**src/design/randomized_hadamard_rotation_core_assert.svh**
```systemverilog
// assertion macros shared by the rotation core
`ifndef RANDOMIZED_HADAMARD_ROTATION_CORE_ASSERT_SVH
`define RANDOMIZED_HADAMARD_ROTATION_CORE_ASSERT_SVH

// same-cycle implication on clk_i, off during reset
`define RHR_ASSERT_IMP(lbl, ante, cons) \
  lbl: assert property (@(posedge clk_i) disable iff (!rst_ni) (ante) |-> (cons)) \
    else $error("rhr assertion failed");

// next-cycle implication on clk_i, off during reset
`define RHR_ASSERT_NXT(lbl, ante, cons) \
  lbl: assert property (@(posedge clk_i) disable iff (!rst_ni) (ante) |=> (cons)) \
    else $error("rhr assertion failed");

`endif

```
**src/design/rhr_pkg.sv**
```systemverilog
// types and constants of the randomized hadamard rotation core
package rhr_pkg;

  localparam int SAMPLE_W    = 16;
  localparam int RES_W       = 20;
  localparam int POS_W       = 6;
  localparam int CNT_W       = 7;
  localparam int ACC_W       = 23;
  localparam int PROD_W      = 41;
  localparam int SEED_W      = 64;
  localparam int KLOG_W      = 3;
  localparam int TABLE_N     = 64;
  localparam int OUT_TDATA_W = 32;
  localparam int IN_TDATA_W  = 16;
  localparam int CFG_IDX_W   = 2;

  localparam logic [63:0] MIX_GOLDEN = 64'h9e3779b97f4a7c15;
  localparam logic [63:0] MIX_C2     = 64'hbf58476d1ce4e5b9;
  localparam logic [63:0] MIX_C3     = 64'h94d049bb133111eb;
  localparam logic [63:0] SEED_XOR   = 64'h1234567890abcdef;

  localparam logic [16:0] INV_SQRT2_Q16 = 17'd46341;
  localparam int          RES_LIM       = 262144;
  localparam int          SCALE_BASE    = 16;

  localparam logic [CFG_IDX_W-1:0] CFG_SEED = 2'd0;
  localparam logic [CFG_IDX_W-1:0] CFG_SIZE = 2'd1;

  typedef enum logic [1:0] {
    ST_LOAD,
    ST_PASS,
    ST_DRAIN
  } rhr_state_e;

  typedef enum logic [2:0] {
    PH_ADD,
    PH_MUL0,
    PH_MUL1,
    PH_MUL2,
    PH_MUL3
  } rhr_phase_e;

  typedef struct packed {
    logic                busy;
    logic [TABLE_N-1:0]  first;
    logic [TABLE_N-1:0]  second;
  } sign_tab_t;

endpackage

```
**src/design/rhr_signgen.sv**
```systemverilog
// splitmix64 sign table generator on one shared 32x32 multiplier
module rhr_signgen (
  input  logic                         clk_i,
  input  logic                         rst_ni,
  input  logic                         start_i,
  input  logic [rhr_pkg::SEED_W-1:0]   seed_i,
  output rhr_pkg::sign_tab_t           tab_o
);
  import rhr_pkg::*;

  rhr_phase_e          ph_q;
  logic [SEED_W-1:0]   seed_q;
  logic [SEED_W-1:0]   st_q;
  logic [5:0]          idx_q;
  logic                tbl_q;
  logic                busy_q;
  logic [63:0]         p0_q;
  logic [31:0]         acc_q;
  logic [63:0]         y_q;
  logic [TABLE_N-1:0]  first_q;
  logic [TABLE_N-1:0]  second_q;

  logic [63:0] z;
  logic [63:0] yx;
  logic [31:0] op_a;
  logic [31:0] op_b;
  logic [63:0] mul;
  logic        sbit;

  assign z  = st_q ^ (st_q >> 30);
  assign yx = y_q ^ (y_q >> 27);

  always_comb begin
    unique case (ph_q)
      PH_MUL0: begin op_a = z[31:0];  op_b = MIX_C2[31:0];  end
      PH_MUL1: begin op_a = z[63:32]; op_b = MIX_C2[31:0];  end
      PH_MUL2: begin op_a = z[31:0];  op_b = MIX_C2[63:32]; end
      PH_MUL3: begin op_a = yx[31:0]; op_b = MIX_C3[31:0];  end
      default: begin op_a = 32'h0;    op_b = 32'h0;         end
    endcase
  end

  assign mul  = op_a * op_b;
  // bit 0 of z ^ (z >> 31) needs only the low half of the last product
  assign sbit = mul[0] ^ mul[31];

  always_ff @(posedge clk_i or negedge rst_ni) begin
    if (!rst_ni) begin
      ph_q   <= PH_ADD;
      seed_q <= '0;
      st_q   <= '0;
      idx_q  <= '0;
      tbl_q  <= 1'b0;
      busy_q <= 1'b1;
    end else if (start_i) begin
      ph_q   <= PH_ADD;
      seed_q <= seed_i;
      st_q   <= seed_i;
      idx_q  <= '0;
      tbl_q  <= 1'b0;
      busy_q <= 1'b1;
    end else if (busy_q) begin
      unique case (ph_q)
        PH_ADD: begin
          st_q <= st_q + MIX_GOLDEN;
          ph_q <= PH_MUL0;
        end
        PH_MUL0: ph_q <= PH_MUL1;
        PH_MUL1: ph_q <= PH_MUL2;
        PH_MUL2: ph_q <= PH_MUL3;
        PH_MUL3: begin
          ph_q <= PH_ADD;
          if (idx_q == 6'(TABLE_N - 1)) begin
            idx_q <= '0;
            if (!tbl_q) begin
              tbl_q <= 1'b1;
              st_q  <= seed_q ^ SEED_XOR;
            end else begin
              busy_q <= 1'b0;
            end
          end else begin
            idx_q <= idx_q + 6'd1;
          end
        end
        default: ph_q <= PH_ADD;
      endcase
    end
  end

  always_ff @(posedge clk_i) begin
    if (busy_q && !start_i) begin
      case (ph_q)
        PH_MUL0: p0_q  <= mul;
        PH_MUL1: acc_q <= mul[31:0];
        PH_MUL2: y_q   <= p0_q + {acc_q + mul[31:0], 32'h0};
        PH_MUL3: begin
          if (tbl_q) begin
            second_q[idx_q] <= sbit;
          end else begin
            first_q[idx_q] <= sbit;
          end
        end
        default: ;
      endcase
    end
  end

  assign tab_o.busy   = busy_q;
  assign tab_o.first  = first_q;
  assign tab_o.second = second_q;

endmodule
```
**config.mk**
```make
export PLATFORM = sky130hd
export DESIGN_NAME = rhr_signgen
export DESIGN_NICKNAME = d
export VERILOG_FILES = /design/src/design/randomized_hadamard_rotation_core_assert.svh /design/src/design/rhr_pkg.sv /design/src/design/rhr_signgen.sv
export SDC_FILE = /design/constraint.sdc
export NUM_CORES = 2
export LEC_CHECK = 0
export BUFFER_PORTS_ARGS = -buffer_cell sky130_fd_sc_hd__clkbuf_2
export CAP_MARGIN = 20
export CORE_ASPECT_RATIO = 1.5
export CORE_MARGIN = 2
export CORE_UTILIZATION = 65
export CTS_CLUSTER_SIZE = 8
export DETAILED_ROUTE_END_ITERATION = 7
export MAX_ROUTING_LAYER = met4
export PLACE_DENSITY_LB_ADDON = 0.1
export SLEW_MARGIN = 20
export SYNTH_ARGS = -nofsm -noshare
export SYNTH_HDL_FRONTEND = slang
export SYNTH_SLANG_ARGS = --single-unit
```
**constraint.sdc**
```tcl
create_clock -name clk_i -period 16 [get_ports clk_i]
set_clock_uncertainty 0.2 [all_clocks]
set_input_delay 4 -clock clk_i [delete_from_list [all_inputs] [get_ports clk_i]]
set_output_delay 4 -clock clk_i [all_outputs]
set_load 0.005 [all_outputs]
```
==> impl_metrics.json <==
{
  "multi_input_area_sq_mm": 0.03049,
  "reg2regPathDepth": 37,
  "cts_buffer_depth": 3,
  "start_kind": "flop",
  "ys_ff_latch": 412,
  "ys_warn_count": 0,
  "worstHoldPathCells": 0,
  "synth_cell_types": 81,
  "cts_tree": "yes",
  "worstPathMaxFanout": 25,
  "dp_hpwl_microns": 130700,
  "post_cts_buffers": 0,
  "crit_slowest_cell": "o21ai_0",
  "core_area_sq_mm": 0.07132,
  "muxShareOfSynthArea_pct": 0.3471,
  "final_util_pct": 70.70,
  "rows": 120,
  "cts_made_buffers": 58,
  "r2r_slack_ns": 3.88,
  "grt_pass1_wl_microns": 231800,
  "yosys-top-cells-area": "fa_1, edfxtp_1, ha_1",
  "syn_nets": 5834,
  "status": "finished, final reports clean",
  "arrival_ns": 12.34,
  "drt_iter0_markers": 3090,
  "fin_ws_ns": 3.880,
  "endpoint_kind": "flop",
  "layout_min_cycle_time_ns": 12.12,
  "rsz0062_at_grt": "false",
  "tightest_slew_ns": 1.136,
  "first_global_vias": 37200,
  "ff_latch_area_sq_mm": 0.01168,
  "drt_wl_total_microns": 156600,
  "synth_compound_area_share_pct": 8.696,
  "hold_start": "p0_q[28]",
  "synth_edf_count": 273,
  "synth_top_area_cell": "fa_1",
  "synth.avg_cell_area_sq_um": 10.19,
  "cts_resized": 0,
  "cts_max_level": 2,
  "cp_num_buf_inv": 2,
  "finalSetupViolCount": 0,
  "post-route-cell-area_sq_mm": 0.05042,
  "clkSinkCount": 412,
  "maxCapViolations": 0,
  "cts_hold_buf": 0,
  "r2r_end": "y_q[58]",
  "fin_setup_tns_ns": 0,
  "layout_commonest_cell": "inv_1",
  "die_w_microns": 223.2,
  "syn_inst": 4600,
  "synthXorXnorAreaFrac_pct": 3.580,
  "final_cell_mix": "inv_1, fa_1, nor2_1",
  "firstDrtPassIters": 6,
  "ioPinCount": 196,
  "track_usage_pct": 45.18,
  "netlist.area_leader.share_pct": 33.88,
  "ant_nets": 0,
  "die_area_sq_mm": 0.07431,
  "hp-class": "reg2reg",
  "finalMaxSlewViolations": 0,
  "grt_max_degree": 129,
  "drive_above_1_share_pct": 7.312,
  "hold_end": "y_q[28]",
  "antenna_found_initial": 7,
  "root_buffer": "clkbuf_16",
  "synth-seq-area-share_pct": 24.92,
  "fin_nets": 5996,
  "initial_utilization_pct": 65.71,
  "vias_per_cell": 6.046,
  "grt_overflow_total": 0,
  "io_buffers": 195,
  "synth_top_family_by_area": "adder cells",
  "wl_per_cell_microns": 27.49,
  "worstSetupPathType": "reg2reg",
  "syn_to_final_growth_pct": 7.588,
  "r2r-start": "ph_q[0]",
  "place.gp.congestion": 1.086,
  "drc": 0,
  "synth_area_sq_mm": 0.04686,
  "yosys.area_share.simple_pct": 8.450,
  "fmax_ghz": 0.08251,
  "die_h_microns": 332.9,
  "cp_top_family": "adder cells",
  "routed-via-count": 34430,
  "async_flop_share_pct": 33.74,
  "fill_cells": 5359,
  "pre_cts_ws_ns": 4.033,
  "synth_flop_cell": "edfxtp_1",
  "clock_latency_ns": 0.67,
  "hold_violations": 0,
  "maxSlewHeadroom_pct": 24.29,
  "yosys.area_share.adder_pct": 43.86,
  "cp_data_required_time_ns": 16.22,
  "place_area_sq_mm": 0.04884,
  "slowest_delay_ns": 0.75,
  "clk_pin_slew_ns": 0.05,
  "fin_crit_sh_pct": 75.75
}
## routing by layer
layer / vias to the layer above / global-route usage, % / share of wire (%)
met5: - / - / 0
met3: 752 / 8.975 / 7.4
li1: 14750 / - / -
met2: 1830 / 72.51 / 49
met4: 0 / 42.11 / 12
met1: 17100 / 46.43 / 32
## worst max-delay path by stage
stage	start	to	slack, ns	cells past startpoint
after global routing	ph_q[2]	y_q[58]	3.16	40
after detailed placement	ph_q[0]	y_q[58]	4.03	37
final	ph_q[0]	y_q[58]	3.88	37
after global placement	ph_q[0]	y_q[58]	4.28	37
after floorplan	ph_q[0]	first_q[0]	2.99	34
after CTS	ph_q[0]	y_q[58]	4.02	37
## registers in the layout (all words and copies together), names as in the netlist
signal / count
p0_q: 59
second_q: 64
ph_q: 3
seed_q: 64
first_q: 64
idx_q: 6
tbl_q: 1
busy_q: 1
acc_q: 27
st_q: 64
y_q: 59
## kinds of logic (layout without fill, tap and decap cells)
group           after synthesis  in the layout
other cells                   1              8
simple gates                903            903
flops                       412            412
fa+ha+maj                  1167           1167
xor+xnor                    190            190
compound gates              651            651
buf+inv                    1261           1434
mux                          15             15
## synth_stat cells (19+ instances only)
library cell,number
fa_1,793
nor3_1,44
o21ai_0,190
ha_1,374
a21o_1,56
nand2_1,274
nand3_1,41
o21a_1,19
dfrtp_1,138
edfxtp_1,273
a21oi_1,175
xor2_1,96
nand2b_1,26
nor2b_1,21
nor2_1,382
xnor2_1,93
and3_1,22
inv_1,1125
clkbuf_1,111
a22oi_1,38
## area by class of cell
class	count	share of cell area, %
Antenna cell	7	0.03474
Clock buffer	65	2.931
Clock inverter	6	0.1539
Inverter	1126	8.383
Multi-Input combinational cell	2927	60.48
Sequential cell	412	23.16
Tap cell	915	2.271
Timing Repair Buffer	237	2.586
## through the flow
stage / instances / hold WS (ns)
after floorplan: 4600 / 0.2003
after global placement: 5617 / 0.2003
after detailed placement: 5617 / 0.2045
after CTS: 5688 / 0.2121
after global routing: 5694 / 0.2182
final: 5695 / 0.2111
Power is not shown: default switching activity piles up to over one toggle a cycle in this logic, so the estimate is an artifact.
