--- config.mk ---
export PLATFORM = sky130hd
export DESIGN_NAME = rhr_cell
export DESIGN_NICKNAME = d
export VERILOG_FILES = /design/src/design/randomized_hadamard_rotation_core_assert.svh /design/src/design/rhr_pkg.sv /design/src/design/rhr_cell.sv
export SDC_FILE = /design/constraint.sdc
export NUM_CORES = 1
export LEC_CHECK = 0
export ABC_AREA = 1
export ABC_CLOCK_PERIOD_IN_PS = 1400
export CORE_ASPECT_RATIO = 1.1
export CORE_MARGIN = 1
export CORE_UTILIZATION = 51
export CTS_BUF_LIST = sky130_fd_sc_hd__clkbuf_8
export CTS_CLUSTER_SIZE = 25
export DETAILED_ROUTE_END_ITERATION = 8
export DONT_BUFFER_PORTS = 1
export HOLD_SLACK_MARGIN = 0.02
export PLACE_DENSITY = 0.73
export SYNTH_ARGS = -nofsm -noshare
export SYNTH_HDL_FRONTEND = slang
export SYNTH_SLANG_ARGS = --single-unit
--- constraint.sdc ---
create_clock -name clk_i -period 1.4 [get_ports clk_i]
set_input_delay 0.28 -clock clk_i [delete_from_list [all_inputs] [get_ports clk_i]]
set_output_delay 0.28 -clock clk_i [all_outputs]
set_load 0.01 [all_outputs]
--- src/design/randomized_hadamard_rotation_core_assert.svh ---
// assertion macros shared by the rotation core
`ifndef RANDOMIZED_HADAMARD_ROTATION_CORE_ASSERT_SVH
`define RANDOMIZED_HADAMARD_ROTATION_CORE_ASSERT_SVH

// same-cycle implication on clk_i, off during reset
`define RHR_ASSERT_IMP(lbl, ante, cons) \
  lbl: assert property (@(posedge clk_i) disable iff (!rst_ni) (ante) |-> (cons)) \
    else $error("rhr assertion failed");

// next-cycle implication on clk_i, off during reset
`define RHR_ASSERT_NXT(lbl, ante, cons) \
  lbl: assert property (@(posedge clk_i) disable iff (!rst_ni) (ante) |=> (cons)) \
    else $error("rhr assertion failed");

`endif

--- src/design/rhr_pkg.sv ---
// types and constants of the randomized hadamard rotation core
package rhr_pkg;

  localparam int SAMPLE_W    = 16;
  localparam int RES_W       = 20;
  localparam int POS_W       = 6;
  localparam int CNT_W       = 7;
  localparam int ACC_W       = 23;
  localparam int PROD_W      = 41;
  localparam int SEED_W      = 64;
  localparam int KLOG_W      = 3;
  localparam int TABLE_N     = 64;
  localparam int OUT_TDATA_W = 32;
  localparam int IN_TDATA_W  = 16;
  localparam int CFG_IDX_W   = 2;

  localparam logic [63:0] MIX_GOLDEN = 64'h9e3779b97f4a7c15;
  localparam logic [63:0] MIX_C2     = 64'hbf58476d1ce4e5b9;
  localparam logic [63:0] MIX_C3     = 64'h94d049bb133111eb;
  localparam logic [63:0] SEED_XOR   = 64'h1234567890abcdef;

  localparam logic [16:0] INV_SQRT2_Q16 = 17'd46341;
  localparam int          RES_LIM       = 262144;
  localparam int          SCALE_BASE    = 16;

  localparam logic [CFG_IDX_W-1:0] CFG_SEED = 2'd0;
  localparam logic [CFG_IDX_W-1:0] CFG_SIZE = 2'd1;

  typedef enum logic [1:0] {
    ST_LOAD,
    ST_PASS,
    ST_DRAIN
  } rhr_state_e;

  typedef enum logic [2:0] {
    PH_ADD,
    PH_MUL0,
    PH_MUL1,
    PH_MUL2,
    PH_MUL3
  } rhr_phase_e;

  typedef struct packed {
    logic                busy;
    logic [TABLE_N-1:0]  first;
    logic [TABLE_N-1:0]  second;
  } sign_tab_t;

endpackage

--- src/design/rhr_cell.sv ---
// one storage cell of the shifting vector ring
module rhr_cell (
  input  logic                            clk_i,
  input  logic                            en_i,
  input  logic                            ovr_i,
  input  logic signed [rhr_pkg::ACC_W-1:0] nbr_i,
  input  logic signed [rhr_pkg::ACC_W-1:0] ovr_val_i,
  output logic signed [rhr_pkg::ACC_W-1:0] val_o
);
  import rhr_pkg::*;

  logic signed [ACC_W-1:0] val_q;
  logic signed [ACC_W-1:0] val_d;

  // take the neighbor's value or a replacement from the butterfly
  assign val_d = ovr_i ? ovr_val_i : nbr_i;

  always_ff @(posedge clk_i) begin
    if (en_i) begin
      val_q <= val_d;
    end
  end

  assign val_o = val_q;

endmodule

==> results of run 1 <==
## synth_stat cells
cell and count:
buf_4 2, buf_6 2, edfxtp_1 23, inv_2 1
nand2_1 69
## cell families (layout without fill, tap and decap cells)
family | count (synthesis) | count (layout) | share of synthesized area
simple gates | 69 | 69 | 0.261
buf+inv | 5 | 5 | 0.0417
flops | 23 | 23 | 0.697
## cell usage in the layout (no fill, tap or decap), drive strengths merged
| cell type | instances |
|---|---|
| inv | 2 |
| nand2 | 69 |
| clkbuf | 3 |
| edfxtp | 23 |
## report_power, final
group / switching [mW] / total (mW) / internal, mW
clock network: 0.185 / 0.379 / 0.195
logic: 0.0361 / 0.0606 / 0.0245
registers: 0.0542 / 0.891 / 0.837
total: 0.275 / 1.33 / 1.06
## metal layers
layer,global-route usage,routed length [um]
met1,0.144,549
met2,0.265,924
met3,0.0556,149
met4,0.0909,19
met5,0,0
## stage by stage
stage                     cell area (um2)   util  power [mW]  hold WS, ns
after floorplan                       991      -       0.966        0.392
after global placement                976  0.542       0.962        0.394
after detailed placement              976  0.542       0.970        0.393
after CTS                            1020  0.567        1.34        0.128
after global routing                 1020  0.567        1.39        0.120
final                                1020  0.567        1.33        0.134
## layout make-up
cell class                 instances  area, um2  area share
clock inverter                     1       3.75     0.00368
sequential                        23        691       0.676
multi-input combinational         69        259       0.254
inverter                           1       3.75     0.00368
clock buffer                       3       41.3      0.0404
tap                               18       22.5      0.0221
## worst min path at each step
stage | startpoint | end | slack, ns | cells past startpoint
CTS | en_i | val_o[0]$_DFFE_PP_ | 0.13 | 0
finish | en_i | val_o[0]$_DFFE_PP_ | 0.13 | 0
global route | en_i | val_o[6]$_DFFE_PP_ | 0.12 | 0
detailed placement | en_i | val_o[0]$_DFFE_PP_ | 0.39 | 0
global placement | en_i | val_o[0]$_DFFE_PP_ | 0.39 | 0
floorplan | en_i | val_o[0]$_DFFE_PP_ | 0.39 | 0
==> flow_summary.toml, run 1 <==
[status]
status = "complete, but fails checks"
violations = "DRC"

[routing]
remaining_drc_errors = 6
drt_first_iter_violations = 16
drt_first_pass_iters = 6
vias_per_cell = 5.37
post_drt_wl_per_cell_um = 14.3
ant_nets = 0
vias = 617
drt_wl_total_um = 1640

[critical_path]
setup.worst_path.end_class = "primary output"
start_kind = "register"
cp_max_fo = 1
path_depth = 0
critPathKind = "register to primary output"
cp_data_arrival_time_ns = 0.69
cp-startpoint = "val_o[17]$_DFFE_PP_"
cp-endpoint = "val_o[17]"
crit_required_ns = 1.12

[timing]
fmax_mhz = 1030
finalHoldViolCount = 0
tns_ns = 0
finalCriticalPeriod_ns = 0.973
period_share = 0.695
max_slew_margin = 0.760
setup_violations = 0
slew_viol_final = 0
worst_slack_ns = 0.427
worst_pin_slew_ns = 0.360
rsz0062_at_grt = "no"

[synth]
synthCells = 97
synth_cell_types = 5
synth_warnings = 0
yosys_register_bits = 23
ys_seq_area_frac = 0.697
syn_nets = 146
synth_area_leaders = "edfxtp_1 (70%), nand2_1 (26%), buf_6 (2.3%)"
synth_area_um2 = 991
yosys.area.top_type = "edfxtp_1"
syn-mean-instance-area_um2 = 10.2
synth.top_cell.area_share = 0.697

[placement]
io_buffers = 0
dp_cells = 111
place_ws_ns = 0.521
globalplace.congestion = 0.654

[clock_network]
postCtsHoldBufs = 0
htree_levels = 1
clk_root_buffer_cell = "clkbuf_8"
cts_tree = "yes"
cts.path.max_buffers = 2
cts-resized-gates = 0
clock-sinks = 23
cts_inserted_buffers = 3
cts_setup_buffers = 0
path_clk_slew_ns = 0.07

[global_route]
first_global_vias = 470
antenna_found_initial = 0
grt_first_pass_wirelength_um = 2130
grt_util_all_layers = 0.146
overflow = 0
grt_max_degree = 25

[final_layout]
antenna_cells = 0
instances_no_fill = 115
syn_to_final_growth_pct = 3.03
drive_gt1_frac = 0.0412
nFillCells = 153
nets = 147
largest_register_ffs = 23

[power_and_ir_drop]
irDropWorstVdd_mv = 0.792
p_leak_nw = 0.458
power_per_cell_area_mw_per_mm2 = 1300

[die]
floorplan.initialDensity = 0.550
io_pins = 72
std_cell_rows = 16
core_area_mm2 = 0.00180
die_w_um = 44.0
die_area_mm2 = 0.00212
dieHeight_um = 48.2

[job]
maxCapViolCount = 0

[min_path]
min_path_type = "input pin to register"
Note: power is estimated with default switching activity, not from simulation.
==> inputs of run 2 (changes only) <==
--- a/config.mk
+++ b/config.mk
@@ -6,7 +6,7 @@
 export NUM_CORES = 1
 export LEC_CHECK = 0
 export ABC_AREA = 1
-export ABC_CLOCK_PERIOD_IN_PS = 1400
+export ABC_CLOCK_PERIOD_IN_PS = 800
 export CORE_ASPECT_RATIO = 1.1
 export CORE_MARGIN = 1
 export CORE_UTILIZATION = 51
@@ -15,7 +15,7 @@
 export DETAILED_ROUTE_END_ITERATION = 8
 export DONT_BUFFER_PORTS = 1
 export HOLD_SLACK_MARGIN = 0.02
-export PLACE_DENSITY = 0.73
+export PLACE_DENSITY = 0.76
 export SYNTH_ARGS = -nofsm -noshare
 export SYNTH_HDL_FRONTEND = slang
 export SYNTH_SLANG_ARGS = --single-unit
==> constraint.sdc (replaced) <==
create_clock -name clk_i -period 0.8 [get_ports clk_i]
set_input_delay 0.16 -clock clk_i [delete_from_list [all_inputs] [get_ports clk_i]]
set_output_delay 0.16 -clock clk_i [all_outputs]
set_load 0.01 [all_outputs]
==> flow_summary.toml, run 2 (synthesis results as in run 1) <==
[status]
status = "complete, but fails checks"
violations = "DRC, setup timing"

[critical_path]
setup.worst_path.end_class = "primary output"
crit_required_ns = 0.64
path_depth = 0
cp_data_arrival_time_ns = 0.69
start_kind = "register"
cp_max_fo = 1
critPathKind = "register to primary output"

[timing]
finalCriticalPeriod_ns = 0.851
setup_violations = 23
worst_slack_ns = -0.0514
rsz0062_at_grt = "yes"
finalHoldViolCount = 0
period_share = 1.06
worst_pin_slew_ns = 0.141
max_slew_margin = 0.906
fmax_mhz = 1170
slew_viol_final = 0

[die]
io_pins = 72
floorplan.initialDensity = 0.550
std_cell_rows = 16
core_area_mm2 = 0.00180
dieHeight_um = 48.2
die_area_mm2 = 0.00212
die_w_um = 44.0

[routing]
drt_first_iter_violations = 15
vias = 618
vias_per_cell = 5.28
remaining_drc_errors = 4
ant_nets = 0
drt_wl_total_um = 1630
post_drt_wl_per_cell_um = 13.9
drt_first_pass_iters = 8

[global_route]
use_met3 = 0.0370
busiest_layer = "met2"
overflow = 0
grt_util_all_layers = 0.143
grt_max_degree = 25
grtUsageMet1 = 0.145
antenna_found_initial = 0
grt_first_pass_wirelength_um = 2150
gr-usage-met2 = 0.276
first_global_vias = 520

[clock_network]
path_clk_slew_ns = 0.07
htree_levels = 1
cts_tree = "yes"
cts-resized-gates = 0
cts_setup_buffers = 0
cts.path.max_buffers = 2
cts_inserted_buffers = 3
clk_root_buffer_cell = "clkbuf_8"
clock-sinks = 23

[power_and_ir_drop]
power.internal_mw = 1.86
clockPowerShare = 0.282
pwr-share-comb = 0.049
fin_total_pwr_mw = 2.33
switching_power_mw = 0.478
power.share.switching = 0.205
pwr-share-seq = 0.669
irDropWorstVdd_mv = 1.04
power_per_cell_area_mw_per_mm2 = 2250
p_leak_nw = 0.467

[min_path]
min_to = "val_o[1]$_DFFE_PP_"
hp-start = "en_i"
holdPathStages = 0
min_path_type = "input pin to register"

[job]
maxCapViolCount = 0

[final_layout]
syn_to_final_growth_pct = 4.55
drive_gt1_frac = 0.0606
instances_no_fill = 117
nets = 149
antenna_cells = 0
final_cell_mix = "nand2_1 (69), edfxtp_1 (23), clkbuf_8 (3)"
largest_register_ffs = 23
layout_commonest_cell = "nand2_1"

[placement]
io_buffers = 0
dp_cells = 113
globalplace.congestion = 0.689
[run 2: layer usage]
metal,routed length [um],share of wire
met1,550,0.34
met2,958,0.59
met3,120,0.074
met4,0,0
met5,0,0
[run 2: worst max-delay path by stage]
| stage | startpoint | to | slack (ns) |
|---|---|---|---|
| global placement | ovr_i | val_o[10]$_DFFE_PP_ | 0.1 |
| floorplan | ovr_i | val_o[0]$_DFFE_PP_ | 0.15 |
| detailed placement | ovr_i | val_o[15]$_DFFE_PP_ | 0.08 |
| global route | val_o[13]$_DFFE_PP_ | val_o[13] | -0.08 |
| finish | val_o[15]$_DFFE_PP_ | val_o[15] | -0.05 |
| CTS | val_o[13]$_DFFE_PP_ | val_o[13] | -0.07 |
[run 2: what timing repair did]
| action | 4_1_cts | 5_1_grt |
|---|---|---|
| pin swaps | 0 | 0 |
| hold endpoints to repair | 23 | 23 |
| setup endpoints to repair | 23 | 23 |
[run 2: cell type report]
type	instances	area (um2)
sequential	23	691
clock inverter	1	3.75
multi-input combinational	69	259
inverter	1	3.75
clock buffer	3	41.3
fill	151	766
tap	18	22.5
timing repair buffer	2	15.0
[run 2: power groups by stage]
stage	Combinational [mW]	Clock [mW]	Sequential (mW)
6_report	0.115	0.658	1.56
5_1_grt	0.140	0.724	1.57
4_1_cts	0.118	0.680	1.56
3_5_place_dp	0.118	0	1.59
3_3_place_gp	0.109	0	1.59
2_1_floorplan	0.117	0	1.57
[run 2: metrics by stage]
stage	cell area [um2]	hold WS, ns	setup WS [ns]	util	TNS (ns)
after global routing	1040	-0.00275	-0.0780	0.575	-1.53
final	1040	0.0127	-0.0514	0.575	-0.937
after detailed placement	991	0.273	0.0800	0.550	0
after floorplan	991	0.272	0.146	-	0
after global placement	991	0.274	0.0997	0.550	0
after CTS	1040	0.00632	-0.0658	0.575	-1.15
==> inputs of run 3 (changes only) <==
--- a/config.mk
+++ b/config.mk
@@ -15,7 +15,7 @@
 export DETAILED_ROUTE_END_ITERATION = 8
 export DONT_BUFFER_PORTS = 1
 export HOLD_SLACK_MARGIN = 0.02
-export PLACE_DENSITY = 0.76
+export PLACE_DENSITY = 0.69
 export SYNTH_ARGS = -nofsm -noshare
 export SYNTH_HDL_FRONTEND = slang
 export SYNTH_SLANG_ARGS = --single-unit
==> flow_summary.toml, run 3 (synthesis results as in run 1) <==
[status]
status = "complete, but fails checks"
violations = "DRC, setup timing"

[die]
core_area_mm2 = 0.00180
die_w_um = 44.0
floorplan.initialDensity = 0.550
std_cell_rows = 16
dieHeight_um = 48.2
io_pins = 72
die_area_mm2 = 0.00212

[final_layout]
layout_commonest_cell = "nand2_1"
syn_to_final_growth_pct = 5.30
largest_register_ffs = 23
fin_util = 0.579
instances_no_fill = 118
design_area_mm2 = 0.00104
drive_gt1_frac = 0.0700
antenna_cells = 0
nets = 150
final_cell_mix = "nand2_1 (69), edfxtp_1 (23), clkbuf_8 (3), buf_4 (3)"

[power_and_ir_drop]
power_per_cell_area_mw_per_mm2 = 2240
irDropWorstVdd_mv = 1.12
fin_total_pwr_mw = 2.34
p_leak_nw = 0.472

[clock_network]
cts.path.max_buffers = 2
clk_root_buffer_cell = "clkbuf_8"
cts-resized-gates = 0
htree_levels = 1
cts_inserted_buffers = 3
cts_setup_buffers = 0
clock-sinks = 23
path_clk_slew_ns = 0.07
cts_tree = "yes"

[timing]
fmax_mhz = 1170
finalCriticalPeriod_ns = 0.852
worst_slack_ns = -0.0517
tns_ns = -0.923
max_slew_margin = 0.908
finalHoldViolCount = 0
worst_pin_slew_ns = 0.139
slew_viol_final = 0
period_share = 1.06
rsz0062_at_grt = "yes"
whs_ns = 0.0129
setup_violations = 23

[routing]
drt_first_pass_iters = 8
vias_per_cell = 5.40
post_drt_wl_per_cell_um = 14.0
drt_first_iter_violations = 26
drt_wl_total_um = 1660
ant_nets = 0
vias = 637
remaining_drc_errors = 4

[global_route]
first_global_vias = 523
grt_max_degree = 25
grt_first_pass_wirelength_um = 2320
overflow = 0
grt_util_all_layers = 0.156
antenna_found_initial = 0

[placement]
io_buffers = 0
hpwl_um = 1250
globalplace.congestion = 0.644
placed_area_um2 = 998
place_ws_ns = 0.0694
dp_cells = 114

[job]
maxCapViolCount = 0

[critical_path]
critPathKind = "register to primary output"
setup.worst_path.end_class = "primary output"
start_kind = "register"
crit_required_ns = 0.64
cp_data_arrival_time_ns = 0.69
cp_max_fo = 1

[min_path]
hp-start = "en_i"
min_path_type = "input pin to register"
min_to = "val_o[7]$_DFFE_PP_"
holdPathStages = 0
[run 3: changes by cell type in the layout (fill, tap and decap cells not counted)]
| cell | delta |
|---|---|
| buf_4 | +1 |
[run 3: cell type report]
cell class,instances,area [um2]
fill,156,758
sequential,23,691
multi-input combinational,69,259
clock buffer,3,41.3
timing repair buffer,3,22.5
tap,18,22.5
clock inverter,1,3.75
inverter,1,3.75
[run 3: timing repair]
item / CTS / global route
setup endpoints to repair: 23 / 23
hold endpoints to repair: 23 / 23
pin swaps: 0 / 0
[run 3: how the worst max path moves through the flow]
stage,start,endpoint,slack (ns),cells after the start
final,val_o[9]$_DFFE_PP_,val_o[9],-0.05,0
after global routing,val_o[19]$_DFFE_PP_,val_o[19],-0.08,0
after CTS,val_o[11]$_DFFE_PP_,val_o[11],-0.06,0
after detailed placement,ovr_i,val_o[9]$_DFFE_PP_,0.07,4
after global placement,ovr_i,val_o[17]$_DFFE_PP_,0.10,4
after floorplan,ovr_i,val_o[0]$_DFFE_PP_,0.15,4
[run 3: per-layer routing]
metal	vias up	track usage	part of all wire	wire, um
met4	0	0.0909	0.011	19
li1	315	-	-	-
met5	-	0	0	0
met3	2	0.0667	0.12	200
met2	37	0.268	0.50	829
met1	283	0.163	0.37	605
[run 3: report_power, final]
group	internal (mW)	switching [mW]
Clock	0.341	0.323
Combinational	0.0529	0.0653
Sequential	1.46	0.0945
